`src/rtl/rmslm_pkg.sv`:
```
// ----------------------------------------------------------------------------
// rmslm_pkg
// Widths, register indexes and the bin record shared by the level meter.
// ----------------------------------------------------------------------------
package rmslm_pkg;

    // window sample counter width
    localparam int WINDOW_COUNT_BITS = 16;
    localparam int WIN_CAP           = (1 << WINDOW_COUNT_BITS) - 1;

    // field widths
    localparam int SAMPLE_BITS = 16;
    localparam int SQUARE_BITS = 2 * SAMPLE_BITS;
    localparam int WLEN_BITS   = 16;
    localparam int BIN_BITS    = 12;
    localparam int LEVEL_BITS  = 17;

    // sum of squares and the scaled dividend 36 * sum
    localparam int SUM_BITS  = 47;
    localparam int DVD_BITS  = SUM_BITS + 6;
    localparam int ROOT_BITS = (DVD_BITS + 1) / 2;
    localparam int RAD_BITS  = 2 * ROOT_BITS;
    localparam int STEP_BITS = $clog2(DVD_BITS);

    // level clip at 1.0
    localparam logic [LEVEL_BITS-1:0] LEVEL_MAX = 17'h10000;

    // bin queue, depth a power of two so pointers wrap on their own
    localparam int QUEUE_DEPTH = 4;
    localparam int QPTR_BITS   = $clog2(QUEUE_DEPTH);
    localparam int QCNT_BITS   = $clog2(QUEUE_DEPTH + 1);

    // configuration register indexes
    localparam int CFG_INDEX_BITS = 1;
    localparam int CFG_DATA_BITS  = WLEN_BITS;
    localparam logic [CFG_INDEX_BITS-1:0] REG_WINDOW_LENGTH = 1'd0;
    localparam logic [CFG_INDEX_BITS-1:0] REG_MAX_BINS      = 1'd1;

    localparam logic [WLEN_BITS-1:0] WLEN_RESET = 16'd1;
    localparam logic [BIN_BITS-1:0]  MAXB_RESET = 12'd1200;

    typedef logic [WINDOW_COUNT_BITS-1:0] wcount_t;

    // one finished window handed from front to back
    typedef struct packed {
        logic [SUM_BITS-1:0] sum;
        wcount_t             n;
        logic [BIN_BITS-1:0] idx;
        logic                last;
    } bin_t;

endpackage

```
`src/rtl/rmslm_front.sv`:
```
// ----------------------------------------------------------------------------
// rmslm_front
// Takes samples, squares them, sums each window and queues finished bins.
// ----------------------------------------------------------------------------
module rmslm_front (
    input  logic                                    clk,
    input  logic                                    rst_n,
    input  logic                                    push,
    output logic                                    full,
    input  logic signed [rmslm_pkg::SAMPLE_BITS-1:0] sample,
    input  logic                                    start_of_stream,
    input  logic                                    cfg_write,
    input  logic [rmslm_pkg::CFG_INDEX_BITS-1:0]    cfg_index,
    input  logic [rmslm_pkg::CFG_DATA_BITS-1:0]     cfg_data,
    input  logic [rmslm_pkg::QCNT_BITS-1:0]         q_count,
    output logic                                    q_push,
    output rmslm_pkg::bin_t                         q_item
);

    logic [rmslm_pkg::WLEN_BITS-1:0]   wlen_reg;
    logic [rmslm_pkg::BIN_BITS-1:0]    maxb_reg;
    logic                              a_valid_reg;
    logic                              a_start_reg;
    logic [rmslm_pkg::SQUARE_BITS-1:0] a_square_reg;
    logic [rmslm_pkg::SUM_BITS-1:0]    sum_reg;
    logic [rmslm_pkg::SUM_BITS-1:0]    sum_next;
    rmslm_pkg::wcount_t                cnt_reg;
    rmslm_pkg::wcount_t                cnt_next;
    logic [rmslm_pkg::BIN_BITS-1:0]    bins_reg;
    logic [rmslm_pkg::BIN_BITS-1:0]    bins_next;

    logic                              accept;
    logic [rmslm_pkg::SAMPLE_BITS-1:0] raw;
    logic [rmslm_pkg::SAMPLE_BITS-1:0] mag;
    logic [rmslm_pkg::SUM_BITS-1:0]    sum_base;
    logic [rmslm_pkg::SUM_BITS-1:0]    sum_add;
    rmslm_pkg::wcount_t                cnt_base;
    rmslm_pkg::wcount_t                cnt_inc;
    rmslm_pkg::wcount_t                n_eff;
    logic [rmslm_pkg::BIN_BITS-1:0]    bins_base;
    logic                              active;
    logic                              win_full;

    // room check counts the item still in the square stage
    assign full   = ({1'b0, q_count} + {{rmslm_pkg::QCNT_BITS{1'b0}}, a_valid_reg})
                    >= (rmslm_pkg::QCNT_BITS + 1)'(rmslm_pkg::QUEUE_DEPTH);
    assign accept = push && !full;

    // magnitude of the sample, -32768 gives 32768
    assign raw = sample;
    assign mag = raw[rmslm_pkg::SAMPLE_BITS-1] ? (~raw + 16'd1) : raw;

    // configuration registers
    always_ff @(posedge clk or negedge rst_n)
    begin
        if (!rst_n)
        begin
            wlen_reg <= rmslm_pkg::WLEN_RESET;
            maxb_reg <= rmslm_pkg::MAXB_RESET;
        end
        else if (cfg_write)
        begin
            unique case (cfg_index)
                rmslm_pkg::REG_WINDOW_LENGTH: wlen_reg <= cfg_data;
                rmslm_pkg::REG_MAX_BINS:      maxb_reg <= cfg_data[rmslm_pkg::BIN_BITS-1:0];
                default:                      wlen_reg <= wlen_reg;
            endcase
        end
    end

    // square stage
    always_ff @(posedge clk or negedge rst_n)
    begin
        if (!rst_n)
        begin
            a_valid_reg <= 1'b0;
        end
        else
        begin
            a_valid_reg <= accept;
        end
    end

    always_ff @(posedge clk)
    begin
        if (accept)
        begin
            a_square_reg <= mag * mag;
            a_start_reg  <= start_of_stream;
        end
    end

    // effective window: zero means one, long windows saturate at the counter
    always_comb
    begin
        if (wlen_reg == '0)
        begin
            n_eff = rmslm_pkg::wcount_t'(1);
        end
        else if (32'(wlen_reg) > rmslm_pkg::WIN_CAP)
        begin
            n_eff = rmslm_pkg::wcount_t'(rmslm_pkg::WIN_CAP);
        end
        else
        begin
            n_eff = rmslm_pkg::wcount_t'(wlen_reg);
        end
    end

    // accumulate stage
    assign sum_base  = a_start_reg ? '0 : sum_reg;
    assign cnt_base  = a_start_reg ? '0 : cnt_reg;
    assign bins_base = a_start_reg ? '0 : bins_reg;
    assign active    = bins_base < maxb_reg;
    assign sum_add   = sum_base + rmslm_pkg::SUM_BITS'(a_square_reg);
    assign cnt_inc   = cnt_base + rmslm_pkg::wcount_t'(1);
    assign win_full  = cnt_inc >= n_eff;

    always_comb
    begin
        sum_next  = sum_reg;
        cnt_next  = cnt_reg;
        bins_next = bins_reg;
        q_push    = 1'b0;
        q_item.sum  = sum_add;
        q_item.n    = n_eff;
        q_item.idx  = bins_base;
        q_item.last = ({1'b0, bins_base} + 13'd1) == {1'b0, maxb_reg};
        if (a_valid_reg)
        begin
            sum_next  = sum_base;
            cnt_next  = cnt_base;
            bins_next = bins_base;
            if (active)
            begin
                if (win_full)
                begin
                    q_push    = 1'b1;
                    sum_next  = '0;
                    cnt_next  = '0;
                    bins_next = bins_base + 12'd1;
                end
                else
                begin
                    sum_next = sum_add;
                    cnt_next = cnt_inc;
                end
            end
        end
    end

    always_ff @(posedge clk or negedge rst_n)
    begin
        if (!rst_n)
        begin
            sum_reg  <= '0;
            cnt_reg  <= '0;
            bins_reg <= '0;
        end
        else
        begin
            sum_reg  <= sum_next;
            cnt_reg  <= cnt_next;
            bins_reg <= bins_next;
        end
    end

endmodule

```
`src/rtl/rmslm_fifo.sv`:
```
// ----------------------------------------------------------------------------
// rmslm_fifo
// Short queue of finished windows between the front and the back.
// ----------------------------------------------------------------------------
module rmslm_fifo (
    input  logic                            clk,
    input  logic                            rst_n,
    input  logic                            wr_en,
    input  rmslm_pkg::bin_t                 wr_item,
    input  logic                            rd_en,
    output rmslm_pkg::bin_t                 rd_item,
    output logic                            q_empty,
    output logic [rmslm_pkg::QCNT_BITS-1:0] q_count
);

    rmslm_pkg::bin_t                 mem_reg [rmslm_pkg::QUEUE_DEPTH];
    logic [rmslm_pkg::QPTR_BITS-1:0] wr_ptr_reg;
    logic [rmslm_pkg::QPTR_BITS-1:0] rd_ptr_reg;
    logic [rmslm_pkg::QCNT_BITS-1:0] count_reg;
    logic                            do_rd;

    assign q_empty = (count_reg == '0);
    assign q_count = count_reg;
    assign rd_item = mem_reg[rd_ptr_reg];
    assign do_rd   = rd_en && !q_empty;

    // entry storage
    always_ff @(posedge clk)
    begin
        if (wr_en)
        begin
            mem_reg[wr_ptr_reg] <= wr_item;
        end
    end

    // pointers and fill count
    always_ff @(posedge clk or negedge rst_n)
    begin
        if (!rst_n)
        begin
            wr_ptr_reg <= '0;
            rd_ptr_reg <= '0;
            count_reg  <= '0;
        end
        else
        begin
            if (wr_en)
            begin
                wr_ptr_reg <= wr_ptr_reg + 1'b1;
            end
            if (do_rd)
            begin
                rd_ptr_reg <= rd_ptr_reg + 1'b1;
            end
            if (wr_en && !do_rd)
            begin
                count_reg <= count_reg + 1'b1;
            end
            else if (do_rd && !wr_en)
            begin
                count_reg <= count_reg - 1'b1;
            end
        end
    end

endmodule

```
`src/rtl/rmslm_calc.sv`:
```
// ----------------------------------------------------------------------------
// rmslm_calc
// Per-window level: radix-2 divide of 36 * sum by n, digit-by-digit root,
// clip, and the output register.
// ----------------------------------------------------------------------------
module rmslm_calc (
    input  logic                             clk,
    input  logic                             rst_n,
    input  logic                             q_empty,
    input  rmslm_pkg::bin_t                  q_item,
    output logic                             q_pop,
    input  logic                             pop,
    output logic                             empty,
    output logic [rmslm_pkg::LEVEL_BITS-1:0] level,
    output logic [rmslm_pkg::BIN_BITS-1:0]   bin_index,
    output logic                             final_bin
);

    typedef enum logic [3:0] {
        ST_IDLE = 4'b0001,
        ST_DIV  = 4'b0010,
        ST_ROOT = 4'b0100,
        ST_DONE = 4'b1000
    } calc_state_t;

    localparam int RB = rmslm_pkg::ROOT_BITS;
    localparam int RW = rmslm_pkg::RAD_BITS;
    localparam int DW = rmslm_pkg::DVD_BITS;
    localparam int WB = rmslm_pkg::WINDOW_COUNT_BITS;

    calc_state_t                         state_reg,  state_next;
    logic [rmslm_pkg::STEP_BITS-1:0]     step_reg,   step_next;
    logic                                out_valid_reg, out_valid_next;
    logic [RW-1:0]                       dq_reg,     dq_next;
    rmslm_pkg::wcount_t                  n_reg,      n_next;
    rmslm_pkg::wcount_t                  drem_reg,   drem_next;
    logic [RB-1:0]                       root_reg,   root_next;
    logic [RB:0]                         srem_reg,   srem_next;
    logic [rmslm_pkg::BIN_BITS-1:0]      idx_reg,    idx_next;
    logic                                fin_reg,    fin_next;
    logic [rmslm_pkg::LEVEL_BITS-1:0]    level_reg,  level_next;
    logic [rmslm_pkg::BIN_BITS-1:0]      oidx_reg,   oidx_next;
    logic                                ofin_reg,   ofin_next;

    logic [DW-1:0]                       dvd;
    logic [WB:0]                         dshift;
    logic [WB:0]                         ddiff;
    logic                                dge;
    logic [RW-1:0]                       dq_shift;
    logic [RB+1:0]                       sshift;
    logic [RB+1:0]                       trial;
    logic [RB+1:0]                       sdiff;
    logic                                sge;

    assign empty     = !out_valid_reg;
    assign level     = level_reg;
    assign bin_index = oidx_reg;
    assign final_bin = ofin_reg;

    // 36 * sum as two shifted adds
    assign dvd = (DW'(q_item.sum) << 5) + (DW'(q_item.sum) << 2);

    // one restoring divide step
    assign dshift   = {drem_reg, dq_reg[DW-1]};
    assign dge      = dshift >= {1'b0, n_reg};
    assign ddiff    = dshift - {1'b0, n_reg};
    assign dq_shift = {dq_reg[RW-2:0], dge};

    // one square root step, two radicand bits at a time
    assign sshift = {srem_reg[RB-1:0], dq_reg[RW-1:RW-2]};
    assign trial  = {root_reg, 2'b01};
    assign sge    = sshift >= trial;
    assign sdiff  = sshift - trial;

    // sequencer
    always_comb
    begin
        state_next     = state_reg;
        step_next      = step_reg;
        out_valid_next = out_valid_reg;
        dq_next        = dq_reg;
        n_next         = n_reg;
        drem_next      = drem_reg;
        root_next      = root_reg;
        srem_next      = srem_reg;
        idx_next       = idx_reg;
        fin_next       = fin_reg;
        level_next     = level_reg;
        oidx_next      = oidx_reg;
        ofin_next      = ofin_reg;
        q_pop          = 1'b0;

        if (pop && out_valid_reg)
        begin
            out_valid_next = 1'b0;
        end

        unique case (state_reg)
            ST_IDLE:
            begin
                if (!q_empty)
                begin
                    q_pop      = 1'b1;
                    dq_next    = {1'b0, dvd};
                    n_next     = q_item.n;
                    idx_next   = q_item.idx;
                    fin_next   = q_item.last;
                    drem_next  = '0;
                    step_next  = '0;
                    state_next = ST_DIV;
                end
            end
            ST_DIV:
            begin
                drem_next = dge ? rmslm_pkg::wcount_t'(ddiff) : rmslm_pkg::wcount_t'(dshift);
                if (step_reg == rmslm_pkg::STEP_BITS'(DW - 1))
                begin
                    dq_next    = {1'b0, dq_shift[DW-1:0]};
                    step_next  = '0;
                    srem_next  = '0;
                    root_next  = '0;
                    state_next = ST_ROOT;
                end
                else
                begin
                    dq_next   = dq_shift;
                    step_next = step_reg + 1'b1;
                end
            end
            ST_ROOT:
            begin
                srem_next = sge ? sdiff[RB:0] : sshift[RB:0];
                root_next = {root_reg[RB-2:0], sge};
                dq_next   = {dq_reg[RW-3:0], 2'b00};
                if (step_reg == rmslm_pkg::STEP_BITS'(RB - 1))
                begin
                    state_next = ST_DONE;
                end
                else
                begin
                    step_next = step_reg + 1'b1;
                end
            end
            ST_DONE:
            begin
                if (!out_valid_reg || pop)
                begin
                    if (root_reg > RB'(rmslm_pkg::LEVEL_MAX))
                    begin
                        level_next = rmslm_pkg::LEVEL_MAX;
                    end
                    else
                    begin
                        level_next = root_reg[rmslm_pkg::LEVEL_BITS-1:0];
                    end
                    oidx_next      = idx_reg;
                    ofin_next      = fin_reg;
                    out_valid_next = 1'b1;
                    state_next     = ST_IDLE;
                end
            end
            default:
            begin
                state_next = ST_IDLE;
            end
        endcase
    end

    // control state
    always_ff @(posedge clk or negedge rst_n)
    begin
        if (!rst_n)
        begin
            state_reg     <= ST_IDLE;
            step_reg      <= '0;
            out_valid_reg <= 1'b0;
        end
        else
        begin
            state_reg     <= state_next;
            step_reg      <= step_next;
            out_valid_reg <= out_valid_next;
        end
    end

    // datapath
    always_ff @(posedge clk)
    begin
        dq_reg    <= dq_next;
        n_reg     <= n_next;
        drem_reg  <= drem_next;
        root_reg  <= root_next;
        srem_reg  <= srem_next;
        idx_reg   <= idx_next;
        fin_reg   <= fin_next;
        level_reg <= level_next;
        oidx_reg  <= oidx_next;
        ofin_reg  <= ofin_next;
    end

endmodule

```
`src/rtl/windowed_rms_level_meter.sv`:
```
// ----------------------------------------------------------------------------
// windowed_rms_level_meter
// Sums squared samples per window and reports the clipped, scaled rms level.
// ----------------------------------------------------------------------------
// Input channel: push/full carries one sample and a start flag per item;
// an item is taken when push is high and full is low. Start clears the sum,
// the window count and the bin count before its sample is used.
// Result channel: empty/pop; level, bin_index and final_bin hold the oldest
// result while empty is low, and it is taken when pop is high.
// Configuration: cfg_write with cfg_index 0 sets window_length, 1 sets
// max_bins; write only while the block is idle.
// Throughput: one sample per cycle while full is low. Each full window costs
// the back part 53 divide steps and 27 root steps in a single shared
// divide/root unit, so short windows stall the input once the four-entry bin
// queue fills. A window's last sample passes the square register, the bin
// queue, then the divide, root and done states before its result shows.
// Reset clears all counts and the queue; no clearing pass is needed. While
// the receiver stalls, the result register, then the queue, then the input
// fill up in turn and full rises.
module windowed_rms_level_meter (
    input  logic                                     clk,
    input  logic                                     rst_n,
    input  logic                                     push,
    output logic                                     full,
    input  logic signed [rmslm_pkg::SAMPLE_BITS-1:0] sample,
    input  logic                                     start_of_stream,
    output logic                                     empty,
    input  logic                                     pop,
    output logic [rmslm_pkg::LEVEL_BITS-1:0]         level,
    output logic [rmslm_pkg::BIN_BITS-1:0]           bin_index,
    output logic                                     final_bin,
    input  logic                                     cfg_write,
    input  logic [rmslm_pkg::CFG_INDEX_BITS-1:0]     cfg_index,
    input  logic [rmslm_pkg::CFG_DATA_BITS-1:0]      cfg_data
);

    logic                            q_push;
    logic                            q_pop;
    logic                            q_empty;
    logic [rmslm_pkg::QCNT_BITS-1:0] q_count;
    rmslm_pkg::bin_t                 q_wr_item;
    rmslm_pkg::bin_t                 q_rd_item;

    // sample intake and window sums
    rmslm_front u_front (
        .clk             (clk),
        .rst_n           (rst_n),
        .push            (push),
        .full            (full),
        .sample          (sample),
        .start_of_stream (start_of_stream),
        .cfg_write       (cfg_write),
        .cfg_index       (cfg_index),
        .cfg_data        (cfg_data),
        .q_count         (q_count),
        .q_push          (q_push),
        .q_item          (q_wr_item)
    );

    // finished windows waiting for the level unit
    rmslm_fifo u_fifo (
        .clk     (clk),
        .rst_n   (rst_n),
        .wr_en   (q_push),
        .wr_item (q_wr_item),
        .rd_en   (q_pop),
        .rd_item (q_rd_item),
        .q_empty (q_empty),
        .q_count (q_count)
    );

    // divide, root, clip and result register
    rmslm_calc u_calc (
        .clk       (clk),
        .rst_n     (rst_n),
        .q_empty   (q_empty),
        .q_item    (q_rd_item),
        .q_pop     (q_pop),
        .pop       (pop),
        .empty     (empty),
        .level     (level),
        .bin_index (bin_index),
        .final_bin (final_bin)
    );

endmodule

```
`config.mk`:
```
export PLATFORM = sky130hd
export DESIGN_NAME = windowed_rms_level_meter
export DESIGN_NICKNAME = d
export VERILOG_FILES = /design/src/rtl/rmslm_pkg.sv /design/src/rtl/rmslm_front.sv /design/src/rtl/rmslm_fifo.sv /design/src/rtl/rmslm_calc.sv /design/src/rtl/windowed_rms_level_meter.sv
export SDC_FILE = /design/constraint.sdc
export NUM_CORES = 2
export LEC_CHECK = 0
export BUFFER_PORTS_ARGS = -buffer_cell sky130_fd_sc_hd__buf_2
export CORE_MARGIN = 1
export CORE_UTILIZATION = 35
export DETAILED_ROUTE_END_ITERATION = 10
export PLACE_DENSITY = 0.53
export RECOVER_POWER = 25
export SLEW_MARGIN = 40
export SYNTH_ARGS = -nofsm -noshare
export SYNTH_HDL_FRONTEND = slang
export SYNTH_SLANG_ARGS = --single-unit
```
`constraint.sdc`:
```
create_clock -name clk -period 15.4 [get_ports clk]
set_clock_uncertainty 0.15 [all_clocks]
set_input_delay 0.77 -clock clk [delete_from_list [all_inputs] [get_ports clk]]
set_output_delay 0.77 -clock clk [all_outputs]
set_load 0.01 [all_outputs]
```
==> flow_summary_export.csv <==
group,metric,value,unit
setup_path,crit_slowest_cell,"fa_1",
final_layout,area_growth,11.41,%
status,violations,"capacitance limit, slew limit",
global_route,use_met1,0.2145,
placed_design,gp_congestion,0.8663,
final_layout,final_cell_mix,"edfxtp_1, inv_1, ha_1, nor2_1, nand2_1",
worst_hold_path,hold_path_class,"input pin to flip-flop",
routing,drtIter0Drc,1198,
global_route,grt_use_total,0.1519,
timing,hold_ws,185.7,ps
logic_synthesis,ys_types,87,
timing,hold_viol_final,0,
global_route,grt_pass1_wl,142400,µm
timing,worst_pin_slew,3128,ps
clocking,cts_tree,"done",
setup_path,cpPeakStageDelay,540,ps
clocking,numCtsBuffers,74,
setup_path,ff2ff_setup_slack,7660,ps
routing,drtAntennaViolNets,0,
timing,fmax,112.4,MHz
timing,maxSlewViolCount,252,
routing,drc,0,
routing,vias,25450,
setup_path,critPathKind,"input pin to flip-flop",
logic_synthesis,yosys_most_used_dff,"edfxtp_1",
logic_synthesis,netlist_instances,3438,
clocking,post_cts_buffers,0,
routing,drt_first_pass_iters,7,
global_route,grt_pass1_vias,26030,
timing,rsz0062_at_grt,"no",
routing,viasPerCell,5.027,
logic_synthesis,synth_edf_count,519,
placed_design,hpwl,63360,µm
final_layout,layout-drive-gt1-share,0.08956,
floorplanning,start_util,0.3538,
floorplanning,design.core.area,112800,µm²
setup_path,cp_common_cell,"fa_1",
global_route,gr-total-overflow,0,
clocking,cts_buffer_depth,3,
floorplanning,ios,71,
final_layout,num-fill-cells,10870,
setup_path,cp-start-kind,"input pin",
global_route,grt_util_met3,0.01960,
final_layout,fin_nets,3966,
placed_design,numPortBuffers,70,
final_layout,largest_register_ffs,304,
global_route,grtUsageMet2,0.2471,
floorplanning,fp.dieW,339.7,µm
timing,finalCritPeriodShare,0.5776,
routing,drt-wirelength-per-cell,17.24,µm
logic_synthesis,ys_seq_area_frac,0.4672,
logic_synthesis,avgSynthCellArea,11.61,µm²
clocking,cts_max_level,3,
floorplanning,dieArea,115400,µm²
setup_path,critPathCaptureType,"flip-flop",
final_layout,antennaDiodeCount,0,
status,status,"finished, violations left",
clocking,cts_sinks,641,
run,cap_violations,6,
final_layout,layout_commonest_cell,"edfxtp_1",
setup_path,critPathMaxFanout,19,
clocking,root_buffer,"clkbuf_16",
global_route,busiest_layer,"met2",
timing,maxSlewHeadroom,-1.085,
routing,routed_wl,87260,µm
clocking,cts_resized,0,
global_route,antenna_found_initial,1,
logic_synthesis,synth-seq-cells,641,
floorplanning,die_y,339.7,µm
floorplanning,rows,123,
clocking,hold_buffers,1,
global_route,grt_max_degree,71,
timing,setup_tns,0,ps
clocking,insertion_delay,630,ps
timing,setup_viol_count_final,0,
clocking,path_clk_slew,50,ps
setup_path,required,15610,ps
logic_synthesis,ys_async_sr_fraction,0.1903,
logic_synthesis,syn-cell-area,39910,µm²
setup_path,cp.arrival,9100,ps
logic_synthesis,yosysWarningCount,0,
timing,min_period,8895,ps
[cell usage after synthesis, types with 34 or more instances]
cell,n,share of area
nand2b_1,41,0.0064
xnor2_1,128,0.028
mux2i_1,37,0.0093
o21ai_0,153,0.019
xor2_1,79,0.017
and3_1,34,0.0053
inv_1,365,0.034
mux4_2,76,0.043
a21o_1,76,0.014
nor3_1,43,0.0054
nand3_1,50,0.0063
nor2_1,237,0.022
fa_1,168,0.084
dfrtp_1,116,0.073
a22oi_1,46,0.0087
nor2b_1,74,0.012
a22o_1,51,0.011
clkbuf_1,106,0.010
edfxtp_1,519,0.39
ha_1,256,0.080
a21oi_1,146,0.018
nand2_1,230,0.022
[worst max-delay path, delay by kind of cell]
| kind | cells | cell delay (ps) |
|---|---|---|
| buffers and inverters | 8 | 1470 |
| AOI/OAI and AO/OA | 9 | 2090 |
| adders and majority gates | 8 | 3810 |
| xor gates and xnor gates | 2 | 610 |
| and+or+nand+nor | 2 | 350 |
[per-stage QoR]
stage / cell area (µm²) / setup WS (ps) / utilization / std cells
finish: 44460 / 6505 / 0.3941 / 5062
global route: 44460 / 5976 / 0.3941 / 5062
floorplan: 39940 / 7173 / - / 3447
detailed placement: 42050 / 5927 / 0.3727 / 4924
global placement: 42000 / 6014 / 0.3723 / 4922
CTS: 44530 / 6589 / 0.3947 / 5060
[cells by family after synthesis]
family	count (synthesis)	synth area share
and+or+nand+nor	829	0.09933
muxes	129	0.05669
xor gates and xnor gates	207	0.04543
adders and majority gates	424	0.1645
AOI/OAI and AO/OA	703	0.1187
buffers and inverters	503	0.04788
other	2	0.0001882
DFF	641	0.4672
[final timing paths]
kind | from | to | cells after the start
max | sample[0] | u_front.a_square_reg[30]$_DFFE_PP_ | 29
min | start_of_stream | u_front.a_start_reg$_DFFE_PP_ | 1
max reg2reg | u_front.a_start_reg$_DFFE_PP_ | u_fifo.q_count[1]$_DFFE_PN0P_ | 14
min reg2reg | u_calc.idx_reg[1]$_DFFE_PP_ | u_calc.bin_index[1]$_DFFE_PP_ | 0
max in group asynchronous | rst_n | u_fifo.rd_ptr_reg[0]$_DFFE_PN0P_ | 4
min in group asynchronous | rst_n | u_front.sum_reg[6]$_DFFE_PN0P_ | 2
[cell type report]
class / instances / area [µm²] / area share
Clock buffer: 102 / 2049 / 0.04610
Sequential cell: 641 / 18650 / 0.4196
Inverter: 375 / 1408 / 0.03166
Multi-Input combinational cell: 2303 / 19460 / 0.4377
Timing Repair Buffer: 108 / 591.8 / 0.01331
Tap cell: 1500 / 1877 / 0.04221
Clock inverter: 33 / 420.4 / 0.009456
[layer usage]
metal	wire [µm]	vias to the layer above
li1	-	12470
met1	42230	12510
met2	40600	369
met3	2662	99
met4	1773	0
met5	0	-
Power is left out: the tool's default activity adds up to more than one toggle a clock period on the data nets, which glitch-free logic cannot reach.
